**src/sv/ecf_pkg.sv**
```systemverilog
// ecf_pkg: types, sizes and microcode program of the euler circuit finder
// used by euler_circuit_finder_unit and ecf_checker; no dependencies
`default_nettype none

package ecf_pkg;

  // sizes
  localparam int unsigned MAX_VERTICES = 8;
  localparam int unsigned MAX_PATH     = 37;
  localparam int unsigned VTX_W        = 4;
  localparam int unsigned ROW_BITS_W   = 8;
  localparam int unsigned VIDX_W       = (MAX_VERTICES > 1) ? $clog2(MAX_VERTICES) : 1;
  localparam int unsigned ADDR_W       = $clog2(MAX_PATH);
  localparam int unsigned PTR_W        = $clog2(MAX_PATH + 1);

  // request and result payloads
  typedef struct packed {
    logic                  command;
    logic [VTX_W-1:0]      row_index;
    logic [ROW_BITS_W-1:0] row_bits;
    logic [VTX_W-1:0]      start_vertex;
  } req_t;

  typedef struct packed {
    logic [VTX_W-1:0] vertex;
    logic             last;
  } rsp_t;

  // command codes
  localparam logic CMD_LOAD = 1'b0;
  localparam logic CMD_WALK = 1'b1;

  // datapath actions, one-hot
  typedef enum logic [7:0] {
    A_IDLE = 8'b0000_0001,
    A_FIND = 8'b0000_0010,
    A_PUSH = 8'b0000_0100,
    A_CLR  = 8'b0000_1000,
    A_POP  = 8'b0001_0000,
    A_LOAD = 8'b0010_0000,
    A_ERD  = 8'b0100_0000,
    A_EMIT = 8'b1000_0000
  } act_e;

  // jump conditions
  typedef enum logic [2:0] {
    C_NEVER,
    C_ALWAYS,
    C_NOWALK,
    C_NOEDGE,
    C_EMPTY,
    C_MORE
  } cond_e;

  // program step addresses
  typedef logic [2:0] step_t;
  localparam step_t STEP_IDLE = 3'd0;
  localparam step_t STEP_FIND = 3'd1;
  localparam step_t STEP_PUSH = 3'd2;
  localparam step_t STEP_CLR  = 3'd3;
  localparam step_t STEP_POP  = 3'd4;
  localparam step_t STEP_LOAD = 3'd5;
  localparam step_t STEP_ERD  = 3'd6;
  localparam step_t STEP_EMIT = 3'd7;

  // control word: action, jump when cond holds, else go to seq
  typedef struct packed {
    act_e  act;
    cond_e cond;
    step_t jmp;
    step_t seq;
  } uword_t;

  // microcode rom
  function automatic uword_t ucode_rom(input step_t pc);
    uword_t w;
    case (pc)
      STEP_IDLE: w = '{act: A_IDLE, cond: C_NOWALK, jmp: STEP_IDLE, seq: STEP_FIND};
      STEP_FIND: w = '{act: A_FIND, cond: C_NOEDGE, jmp: STEP_POP,  seq: STEP_PUSH};
      STEP_PUSH: w = '{act: A_PUSH, cond: C_NEVER,  jmp: STEP_IDLE, seq: STEP_CLR};
      STEP_CLR:  w = '{act: A_CLR,  cond: C_ALWAYS, jmp: STEP_FIND, seq: STEP_FIND};
      STEP_POP:  w = '{act: A_POP,  cond: C_EMPTY,  jmp: STEP_ERD,  seq: STEP_LOAD};
      STEP_LOAD: w = '{act: A_LOAD, cond: C_ALWAYS, jmp: STEP_FIND, seq: STEP_FIND};
      STEP_ERD:  w = '{act: A_ERD,  cond: C_NEVER,  jmp: STEP_IDLE, seq: STEP_EMIT};
      STEP_EMIT: w = '{act: A_EMIT, cond: C_MORE,   jmp: STEP_ERD,  seq: STEP_IDLE};
      default:   w = '{act: A_IDLE, cond: C_NEVER,  jmp: STEP_IDLE, seq: STEP_IDLE};
    endcase
    return w;
  endfunction

  // 1-based vertex number to row index
  function automatic logic [VIDX_W-1:0] vtx_to_idx(input logic [VTX_W-1:0] v);
    logic [VTX_W-1:0] d;
    d = v - VTX_W'(1);
    return d[VIDX_W-1:0];
  endfunction

endpackage

`default_nettype wire

```
**src/sv/euler_circuit_finder_unit.sv**
```systemverilog
// euler_circuit_finder_unit: microcoded hierholzer walk over an adjacency bit matrix
// depends on ecf_pkg
`default_nettype none

// A request with command load writes one adjacency row. A request with command
// walk and a start vertex in 1..vertex_count (at most MAX_VERTICES) runs the
// walk: busy_o stays high while a microcode sequencer steps the datapath. Each
// pushed edge takes the steps find, push and clear reverse edge, each pop a
// failed find, pop and reload of the top from the stack memory, the final pop
// skips the reload, and each emitted vertex takes a circuit memory read and an
// output; the next request is taken once the sequencer is back in idle.
// Results appear with result_valid_o for exactly one cycle each and cannot be
// stalled; the final one carries last. A walk request with a start out of
// range returns at once with no results. Edges are consumed, so rows must be
// reloaded before the next walk. The user must write vertex_count through
// cfg_we_i only while idle; the block itself does not enforce it.
module euler_circuit_finder_unit (
  input  wire                 clk_i,
  input  wire                 rst_ni,
  input  wire                 cfg_we_i,
  input  wire [ecf_pkg::VTX_W-1:0] cfg_wdata_i,
  input  wire                 start_i,
  input  ecf_pkg::req_t       req_i,
  output logic                busy_o,
  output logic                result_valid_o,
  output ecf_pkg::rsp_t       rsp_o
);

  // sequencer and control state
  ecf_pkg::step_t              pc_q, pc_d;
  logic [ecf_pkg::VTX_W-1:0]   vcount_q;
  logic [ecf_pkg::PTR_W-1:0]   depth_q, depth_d;
  logic [ecf_pkg::PTR_W-1:0]   len_q, len_d;
  logic [ecf_pkg::ADDR_W-1:0]  emit_idx_q, emit_idx_d;

  // payload registers
  logic [ecf_pkg::VTX_W-1:0]   top_q, top_d;
  logic [ecf_pkg::VTX_W-1:0]   v_q, x_q;
  logic [ecf_pkg::VTX_W-1:0]   stk_rd_q, lst_rd_q;
  logic [ecf_pkg::MAX_VERTICES-1:0] adj_q [ecf_pkg::MAX_VERTICES];

  // memories
  logic [ecf_pkg::VTX_W-1:0]   stk_mem [ecf_pkg::MAX_PATH];
  logic [ecf_pkg::VTX_W-1:0]   lst_mem [ecf_pkg::MAX_PATH];

  ecf_pkg::uword_t             uw;
  logic                        accept, walk_ok, cond_hit;
  logic [ecf_pkg::VTX_W-1:0]   n_eff, x_find;
  logic [ecf_pkg::MAX_VERTICES-1:0] nmask, cand;
  logic                        found, room, list_room;
  logic [ecf_pkg::PTR_W:0]     used;

  // fetch the control word
  assign uw     = ecf_pkg::ucode_rom(pc_q);
  assign accept = start_i && !busy_o;

  // effective vertex count and neighbour mask
  always_comb begin
    n_eff = (vcount_q > ecf_pkg::VTX_W'(ecf_pkg::MAX_VERTICES)) ?
            ecf_pkg::VTX_W'(ecf_pkg::MAX_VERTICES) : vcount_q;
    for (int i = 0; i < ecf_pkg::MAX_VERTICES; i++) begin
      nmask[i] = ecf_pkg::VTX_W'(i) < n_eff;
    end
  end

  assign walk_ok = (req_i.start_vertex != '0) && (req_i.start_vertex <= n_eff);

  // lowest neighbour of the top vertex
  always_comb begin
    cand   = adj_q[ecf_pkg::vtx_to_idx(top_q)] & nmask;
    found  = 1'b0;
    x_find = '0;
    for (int i = ecf_pkg::MAX_VERTICES - 1; i >= 0; i--) begin
      if (cand[i]) begin
        found  = 1'b1;
        x_find = ecf_pkg::VTX_W'(i + 1);
      end
    end
  end

  // capacity of stack plus circuit list
  assign used      = {1'b0, depth_q} + {1'b0, len_q};
  assign room      = used < (ecf_pkg::PTR_W + 1)'(ecf_pkg::MAX_PATH);
  assign list_room = len_q < ecf_pkg::PTR_W'(ecf_pkg::MAX_PATH);

  // jump condition
  always_comb begin
    case (uw.cond)
      ecf_pkg::C_NEVER:  cond_hit = 1'b0;
      ecf_pkg::C_ALWAYS: cond_hit = 1'b1;
      ecf_pkg::C_NOWALK: cond_hit = !(accept && req_i.command == ecf_pkg::CMD_WALK && walk_ok);
      ecf_pkg::C_NOEDGE: cond_hit = !(found && room);
      ecf_pkg::C_EMPTY:  cond_hit = depth_q == ecf_pkg::PTR_W'(1);
      ecf_pkg::C_MORE:   cond_hit = emit_idx_q != '0;
      default:           cond_hit = 1'b0;
    endcase
    pc_d = cond_hit ? uw.jmp : uw.seq;
  end

  // control datapath next values
  always_comb begin
    depth_d    = depth_q;
    len_d      = len_q;
    emit_idx_d = emit_idx_q;
    top_d      = top_q;
    case (uw.act)
      ecf_pkg::A_IDLE: begin
        if (accept && req_i.command == ecf_pkg::CMD_WALK) begin
          depth_d = walk_ok ? ecf_pkg::PTR_W'(1) : '0;
          len_d   = '0;
          top_d   = req_i.start_vertex;
        end
      end
      ecf_pkg::A_PUSH: begin
        depth_d = depth_q + ecf_pkg::PTR_W'(1);
        top_d   = x_q;
      end
      ecf_pkg::A_POP: begin
        depth_d = depth_q - ecf_pkg::PTR_W'(1);
        if (list_room) begin
          len_d = len_q + ecf_pkg::PTR_W'(1);
        end
        emit_idx_d = ecf_pkg::ADDR_W'(len_d - ecf_pkg::PTR_W'(1));
      end
      ecf_pkg::A_LOAD: top_d = stk_rd_q;
      ecf_pkg::A_EMIT: begin
        if (emit_idx_q != '0) begin
          emit_idx_d = emit_idx_q - ecf_pkg::ADDR_W'(1);
        end
      end
      default: ;
    endcase
  end

  // control registers
  always_ff @(posedge clk_i or negedge rst_ni) begin
    if (!rst_ni) begin
      pc_q       <= ecf_pkg::STEP_IDLE;
      vcount_q   <= ecf_pkg::VTX_W'(ecf_pkg::MAX_VERTICES);
      depth_q    <= '0;
      len_q      <= '0;
      emit_idx_q <= '0;
    end else begin
      pc_q       <= pc_d;
      depth_q    <= depth_d;
      len_q      <= len_d;
      emit_idx_q <= emit_idx_d;
      if (cfg_we_i) begin
        vcount_q <= cfg_wdata_i;
      end
    end
  end

  // walk registers and adjacency rows
  always_ff @(posedge clk_i) begin
    top_q <= top_d;
    if (uw.act == ecf_pkg::A_FIND) begin
      x_q <= x_find;
      v_q <= top_q;
    end
    if (uw.act == ecf_pkg::A_IDLE && accept && req_i.command == ecf_pkg::CMD_LOAD &&
        req_i.row_index != '0 &&
        req_i.row_index <= ecf_pkg::VTX_W'(ecf_pkg::MAX_VERTICES)) begin
      adj_q[ecf_pkg::vtx_to_idx(req_i.row_index)] <=
        req_i.row_bits[ecf_pkg::MAX_VERTICES-1:0];
    end else if (uw.act == ecf_pkg::A_PUSH) begin
      adj_q[ecf_pkg::vtx_to_idx(v_q)] <= adj_q[ecf_pkg::vtx_to_idx(v_q)] &
        ~(ecf_pkg::MAX_VERTICES'(1) << ecf_pkg::vtx_to_idx(x_q));
    end else if (uw.act == ecf_pkg::A_CLR) begin
      adj_q[ecf_pkg::vtx_to_idx(x_q)] <= adj_q[ecf_pkg::vtx_to_idx(x_q)] &
        ~(ecf_pkg::MAX_VERTICES'(1) << ecf_pkg::vtx_to_idx(v_q));
    end
  end

  // stack memory: entries below the top register
  always_ff @(posedge clk_i) begin
    if (uw.act == ecf_pkg::A_PUSH) begin
      stk_mem[ecf_pkg::ADDR_W'(depth_q - ecf_pkg::PTR_W'(1))] <= top_q;
    end
    if (uw.act == ecf_pkg::A_POP && depth_q > ecf_pkg::PTR_W'(1)) begin
      stk_rd_q <= stk_mem[ecf_pkg::ADDR_W'(depth_q - ecf_pkg::PTR_W'(2))];
    end
  end

  // circuit list memory
  always_ff @(posedge clk_i) begin
    if (uw.act == ecf_pkg::A_POP && list_room) begin
      lst_mem[ecf_pkg::ADDR_W'(len_q)] <= top_q;
    end
    if (uw.act == ecf_pkg::A_ERD) begin
      lst_rd_q <= lst_mem[emit_idx_q];
    end
  end

  // result ports
  assign busy_o         = pc_q != ecf_pkg::STEP_IDLE;
  assign result_valid_o = uw.act == ecf_pkg::A_EMIT;
  assign rsp_o.vertex   = lst_rd_q;
  assign rsp_o.last     = emit_idx_q == '0;

endmodule

`default_nettype wire

```
**config.mk**
```make
export PLATFORM = sky130hd
export DESIGN_NAME = euler_circuit_finder_unit
export DESIGN_NICKNAME = d
export VERILOG_FILES = /design/src/sv/ecf_pkg.sv /design/src/sv/euler_circuit_finder_unit.sv
export SDC_FILE = /design/constraint.sdc
export NUM_CORES = 1
export LEC_CHECK = 0
export ABC_AREA = 1
export CAP_MARGIN = 30
export CORE_MARGIN = 2
export CORE_UTILIZATION = 64
export CTS_CLUSTER_DIAMETER = 60
export DETAILED_ROUTE_END_ITERATION = 8
export DONT_BUFFER_PORTS = 1
export PLACE_DENSITY = 0.87
export SLEW_MARGIN = 25
export SYNTH_ARGS = -nofsm -noshare
export SYNTH_HDL_FRONTEND = slang
export SYNTH_SLANG_ARGS = --single-unit
```
**constraint.sdc**
```tcl
create_clock -name clk_i -period 3.98 [get_ports clk_i]
set_clock_uncertainty 0.05 [all_clocks]
set_input_delay 0 -clock clk_i [delete_from_list [all_inputs] [get_ports clk_i]]
set_output_delay 0 -clock clk_i [all_outputs]
set_load 0.02 [all_outputs]
```
After elaboration in Yosys (flattened, before gate mapping)
Memory sizes are Yosys's and may differ from the RTL's. A register that Yosys moved wholly into a read port is not among the register bits.
Index checks and enable logic that the tools add are counted.
{ "classes": {"n_addsub": 11, "magnitude_cmp": 14, "n_eq_ne": 16, "shifts": 2, "muxes": 47, "n_bitwise": 6, "n_reduce_logical": 31} }
{ "op_table": {"columns": ["operator", "count"], "rows": [
  ["$mux W6", 5],
  ["$and A8 B8 Y8", 3],
  ["$pmux W6 S2", 2],
  ["$mux W1", 23],
  ["$mux W3", 7],
  ["$pmux W6 S3", 1],
  ["$sub A6 B1 Y6 const B", 3],
  ["$lt A3 B4 Y1 const A", 4],
  ["$mux W8", 2],
  ["$not A8 Y8", 2],
  ["$reduce_or A8 Y1", 2],
  ["$shl A1 B3 Y8 const A", 2],
  ["$add A6 B1 Y6 const B", 2],
  ["$mux W4", 3],
  ["$pmux W4 S3", 1],
  ["$sub A3 B1 Y3 const B", 4],
  ["$logic_and A1 B1 Y1", 11],
  ["$reduce_bool A3 Y1", 3],
  ["$eq A8 B1 Y1 const B", 1],
  ["$eq A8 B2 Y1 const B", 1],
  ["$eq A8 B3 Y1 const B", 1],
  ["$eq A8 B4 Y1 const B", 1],
  ["$eq A8 B5 Y1 const B", 1],
  ["$eq A8 B6 Y1 const B", 1],
  ["other kinds (29)", 41]
]} }
{ "word_totals": {"ff_bits": 36, "mem_bits_rw": 360, "mem_bits_ro": 136, "inputBits": 25, "out_inout_bits": 7, "word_cells": 141, "memories": 4} }
{ "mem_list": {"columns": ["name", "depth", "word_bits", "rd", "rd_ports_with_merged_regs", "write_ports", "line", "rtl"], "rows": [
  ["lst_mem", 37, 4, 1, 1, 1, "euler_circuit_finder_unit.sv:44", "logic [ecf_pkg::VTX_W-1:0] lst_mem [ecf_pkg::MAX_PATH];"],
  ["stk_mem", 37, 4, 1, 1, 1, "euler_circuit_finder_unit.sv:43", "logic [ecf_pkg::VTX_W-1:0] stk_mem [ecf_pkg::MAX_PATH];"],
  ["(no name shown)", 8, 17, 1, 0, 0, "ecf_pkg.sv:77", "case (pc)"],
  ["adj_q", 8, 8, 3, 0, 1, "euler_circuit_finder_unit.sv:40", "logic [ecf_pkg::MAX_VERTICES-1:0] adj_q [ecf_pkg::MAX_VERTICES];"]
]} }

Logic depth before layout (Yosys ltp)
{ "logic_depth": {"depth_word": 16, "mapped_depth": 18, "mapped_depth_nobuf": 16} }

Worst setup path before layout
OpenSTA, ideal clock, no wires.
{ "synth_path": {"path_type": "reg2reg", "from": "register top_q[0] (netlist name)", "to": "register pc_q[0]", "setup_ns": 0.117, "arrival_time_ns": 3.071, "t_required_ns": 3.813, "slack_ns": 0.743, "path_stages_with_launch": 18, "path_buffers": 3, "synth_period_minus_slack_ns": 3.237, "path_cell_list": "edfxtp_1 inv_2 buf_2 ha_1 buf_2 inv_2 buf_4 nand3_1 nand2_1 nand2_1 nand3_1 nand2_1 nor2_1 nand3_1 nand2_1 nand2_2 nand3_1 nand2_1"} }
{ "synth_via": {"elab_chain_cells": 15} }
{ "synth_lines": {"columns": ["element", "line", "rtl"], "rows": [
  ["start: declaration", "euler_circuit_finder_unit.sv:37", "logic [ecf_pkg::VTX_W-1:0] top_q, top_d;"],
  ["start signal: assignment", "euler_circuit_finder_unit.sv:156", "top_q <= top_d;"],
  ["$sub A3 B1 Y3 (*)", "ecf_pkg.sv:94", "d = v - VTX_W'(1);"],
  ["$mem_v2 Z8 W8 (*)", null, null],
  ["$and A8 B8 Y8 (*)", "euler_circuit_finder_unit.sv:70", "cand = adj_q[ecf_pkg::vtx_to_idx(top_q)] & nmask;"],
  ["$mux W1 (7 in series)", "euler_circuit_finder_unit.sv:74", "if (cand[i]) begin"],
  ["$mux W1 (*)", "euler_circuit_finder_unit.sv:74", null],
  ["$logic_and A1 B1 Y1 (*)", "euler_circuit_finder_unit.sv:92", "ecf_pkg::C_NOEDGE: cond_hit = !(found && room);"],
  ["$logic_not A1 Y1 (*)", "euler_circuit_finder_unit.sv:92", null],
  ["$pmux W1 S5 (*)", "euler_circuit_finder_unit.sv:88", "case (uw.cond)"],
  ["$mux W3 (*)", "euler_circuit_finder_unit.sv:97", "pc_d = cond_hit ? uw.jmp : uw.seq;"],
  ["net pc_d[0]", "euler_circuit_finder_unit.sv:30", "ecf_pkg::step_t pc_q, pc_d;"],
  ["end signal: assignment", "euler_circuit_finder_unit.sv:138", "pc_q <= ecf_pkg::STEP_IDLE;"],
  ["end signal: assignment", "euler_circuit_finder_unit.sv:144", "pc_q <= pc_d;"],
  ["end: declaration", "euler_circuit_finder_unit.sv:30", null]
]} }
Mark *: on every way through the listed nets, which the timed path passes. The rest lies on a longest branch.
A chain may end at the register's enable or synchronous reset.

Final worst setup path
{ "layout_path": {"from": "register pc_q[0]", "to": "memory adj_q[0][3] (netlist name) (enable)"} }
{ "layout_via": {"elab_chain_cells": 12, "elab_cells_between_ends": 26, "classes_between": "3 x eq/ne; 13 x mux; 9 x reduce/logical; 1 x memory"} }
{ "layout_lines": {"columns": ["element", "line", "rtl"], "rows": [
  ["$reduce_bool A3 Y1 (*)", "euler_circuit_finder_unit.sv:196", "assign busy_o = pc_q != ecf_pkg::STEP_IDLE;"],
  ["net busy_o", "euler_circuit_finder_unit.sv:24", "output logic busy_o,"],
  ["$logic_not A1 Y1 (*)", "euler_circuit_finder_unit.sv:55", "assign accept = start_i && !busy_o;"],
  ["$logic_and A1 B1 Y1 (*)", "euler_circuit_finder_unit.sv:55", null],
  ["$logic_and A1 B1 Y1 (*) (3 in series)", "euler_circuit_finder_unit.sv:161", "if (uw.act == ecf_pkg::A_IDLE && accept && req_i.command == ecf_pkg::CMD_LOAD &&"],
  ["$logic_and A1 B1 Y1 (*)", "euler_circuit_finder_unit.sv:162", "req_i.row_index != '0 &&"],
  ["$mux W1", "euler_circuit_finder_unit.sv:161", null],
  ["$mux W1 (implied by the code)", "euler_circuit_finder_unit.sv:167", "adj_q[ecf_pkg::vtx_to_idx(v_q)] <= adj_q[ecf_pkg::vtx_to_idx(v_q)] &"],
  ["$reduce_or A8 Y1 (no line)", null, null],
  ["$mux W3 (no line) or $mux W1 (tied branches) (2 in series)", null, null],
  ["end: declaration", "euler_circuit_finder_unit.sv:40", null]
]} }
Marks and branches as above.

==> qor.csv <==
stage;metric;value;unit
final_layout;fill count;1963;
critical_path;crit-path max FO;17;
routing;final WL;54.4;mm
clock_network;total CTS buffers;43;
floorplan;Die W;178;um
global_routing;largest net degree at the start of global routing;77;
critical_path;crit path DAT;3.58;ns
logic_synthesis;Synth Flop Type;edfxtp_1;
final_layout;Reg area;12000;um2
clock_network;Post-CTS Setup Inserts;0;
global_routing;GR Util All Layers;34.9;%
floorplan;Die Span Y;178;um
final_layout;layout cells sized above 1;8.60;%
final_layout;nets;1934;
critical_path;kind of critical path;register to register;
job;Max Cap Viol;0;
routing;First-pass DRT Iterations;6;
routing;drt wl/cell;23.7;um
routing;DRT antenna net count;0;
routing;Via density;6.67;
power;leak pwr;7.53;nW
sta;unrepaired setup endpoints after global routing;false;
floorplan;row count;63;
global_routing;vias in the first global route;14400;
logic_synthesis;Mapped Nets;1935;
power;Peak VDD IR;573;uV
clock_network;CTS sink cnt;404;
critical_path;critical path, cell by cell;inv_1, ha_1, nand2_2, nand2_2, nor3_4, buf_4, inv_2, o211ai_1, o21ai_1, nand2_1, nor2_1;
final_layout;fin util;72.0;%
final_layout;Ant. Diodes;0;
clock_network;root buf cell;clkbuf_16;
sta;Max Freq;290;MHz
logic_synthesis;Post-synth EDFFs;379;
critical_path;max incr delay on CP;0.65;ns
clock_network;Clock transition at path regs;0.06;ns
status;status;finished clean;
global_routing;gr ovfl total;0;
min_path;hold crit path type;input port to register;
logic_synthesis;cell area after synthesis;19400;um2
final_layout;Multi-input gate area;6470;um2
sta;final setup fails;0;
sta;Fin. Hold Viols;0;
sta;Final Max Slew Viols;0;
global_routing;initial antenna violation count;0;
global_routing;first-pass GRT wire length;83.3;mm
logic_synthesis;Mapped Cells;1872;
sta;Period Utilization, post-route;86.8;%
clock_network;CTS tree;built;
placed_design;worst slack, placed;0.608;ns
logic_synthesis;Syn Area/Cell;10.4;um2
critical_path;Worst Path Required;4.11;ns
clock_network;worst skew pair latency;0.56;ns
floorplan;Top-Level Pins;32;
placed_design;PortBufs;0;
routing;Residual DRC;0;
sta;max_slew headroom;39.5;%
placed_design;RePlAce Congestion;0.980;
sta;setup_tns;0;ns
sta;Worst Max-Slew Pin Slew;0.907;ns
placed_design;Placed Cells;2190;
logic_synthesis;Yosys cell types;54;
floorplan;Die Area;31700;um2
floorplan;Core ar.;29700;um2
final_layout;area delta synth->final;10.3;%
critical_path;Worst setup SP type;register;
clock_network;maximum clock path buffer count;3;
placed_design;DP HPWL;34.9;mm
logic_synthesis;Ys Warns;0;
critical_path;Critical path buffers and inverters;3;
critical_path;Critical Path End Type;register;
logic_synthesis;Seq/Total Area, Yosys;61.9;%
clock_network;H-Tree Depth;2;
final_layout;Non-Filler Instances;2296;
final_layout;commonest non-fill, non-tap cell in the layout;edfxtp_1;
critical_path;delay-heaviest family, CP;simple AND/OR/NAND/NOR gates;
final_layout;commonest non-fill, non-tap cells in the layout;379 x edfxtp_1, 295 x nor2_1, 259 x o21ai_0, 246 x nand2_1, 114 x nand3_1;
routing;DR vias;15300;
placed_design;placed cell area;19600;um2
sta;Final min period;3.45;ns
critical_path;CP most frequent cell;nand2_2;
critical_path;slowest CP cell;nor2_1;
sta;fin worst setup slack;0.527;ns
final_layout;design area;21400;um2
logic_synthesis;asr flop ratio synth;6.19;%
power;PwrDens;411;nW/um2
routing;Initial DRC Count;2803;
floorplan;Starting Density;65.2;%
power;total power;8.79;mW
logic_synthesis;flop and latch count out of synthesis;404;
sta;hold_ws;0.0996;ns
## logic make-up after synthesis
logic type      after synthesis  share of synthesized area (%)
flops                       404                           61.9
compound gates              468                           14.1
fa+ha+maj                    38                           2.49
xor+xnor                     17                          0.846
mux                           5                          0.258
buf+inv                     223                           4.69
simple gates                717                           15.6
## flip-flops by register name, summed over array words and instances (netlist names)
register / flops
lst_rd_q: 4
adj_q: 64
x_q: 4
stk_mem: 148
len_q: 6
lst_mem: 148
top_q: 4
stk_rd_q: 4
emit_idx_q: 6
pc_q: 3
depth_q: 6
vcount_q: 4
v_q: 3
## report_power, final
group	internal, mW	switching (mW)
logic	0.0440	0.0672
registers	4.59	0.00343
clock network	2.37	1.72
total	7.00	1.79
## tightest hold or removal path, delay by kind of cell
family	cells	cell delay (ns)
compound gates	1	0.06
buf+inv	1	0.56
simple gates	1	0.03
## path summary, 6_finish.rpt
kind                       cells after the start             to           start  slack [ns]
min reg2reg                                    2    vcount_q[0]     vcount_q[0]        0.55
max                                           11    adj_q[0][3]         pc_q[0]        0.53
max in group asynchronous                      4  emit_idx_q[0]          rst_ni        3.17
min in group asynchronous                      4     depth_q[5]          rst_ni        0.54
max reg2reg                                   11    adj_q[0][3]         pc_q[0]        0.53
min                                            3    vcount_q[3]  cfg_wdata_i[3]         0.1
## layer usage
| metal | wire [um] | up-vias | GRT usage, % |
|---|---|---|---|
| met2 | 24400 | 1231 | 52.9 |
| met5 | 0 | - | 0 |
| met3 | 7690 | 183 | 9.46 |
| li1 | - | 6700 | - |
| met1 | 20200 | 7200 | 49.0 |
| met4 | 2020 | 0 | 12.4 |
## synthesized netlist by cell type (5+ instances only)
master,number,area [um2]
a21oi_1,51,255
buf_1,7,26.3
buf_2,26,130
buf_4,8,60.1
clkbuf_1,57,214
dfrtp_1,24,601
edfxtp_1,379,11400
ha_1,37,463
inv_1,106,398
inv_2,14,52.6
mux2i_1,5,50.1
nand2_1,246,923
nand2_2,11,68.8
nand3_1,114,571
nand4_1,9,56.3
nor2_1,295,1110
nor2_2,5,31.3
nor3_1,16,80.1
o2111ai_1,5,43.8
o211ai_1,34,255
o21ai_0,259,1300
o21ai_1,11,55.1
o221ai_1,43,377
o22ai_1,46,288
or2_2,8,50.1
xor2_1,11,96.3
## layout make-up
type	instances	share of cell area, %
clock buffer	50	5.20
inverter	124	2.19
multi-input combinational	1245	30.3
timing repair buffer	53	2.29
tap	390	2.28
clock inverter	30	1.63
sequential	404	56.2
## timing repair
item	CTS	global route
hold buffers	21	2
resized for setup	0	0
hold endpoints to repair	95	11
No activity file was read; power rests on OpenSTA's default activity.
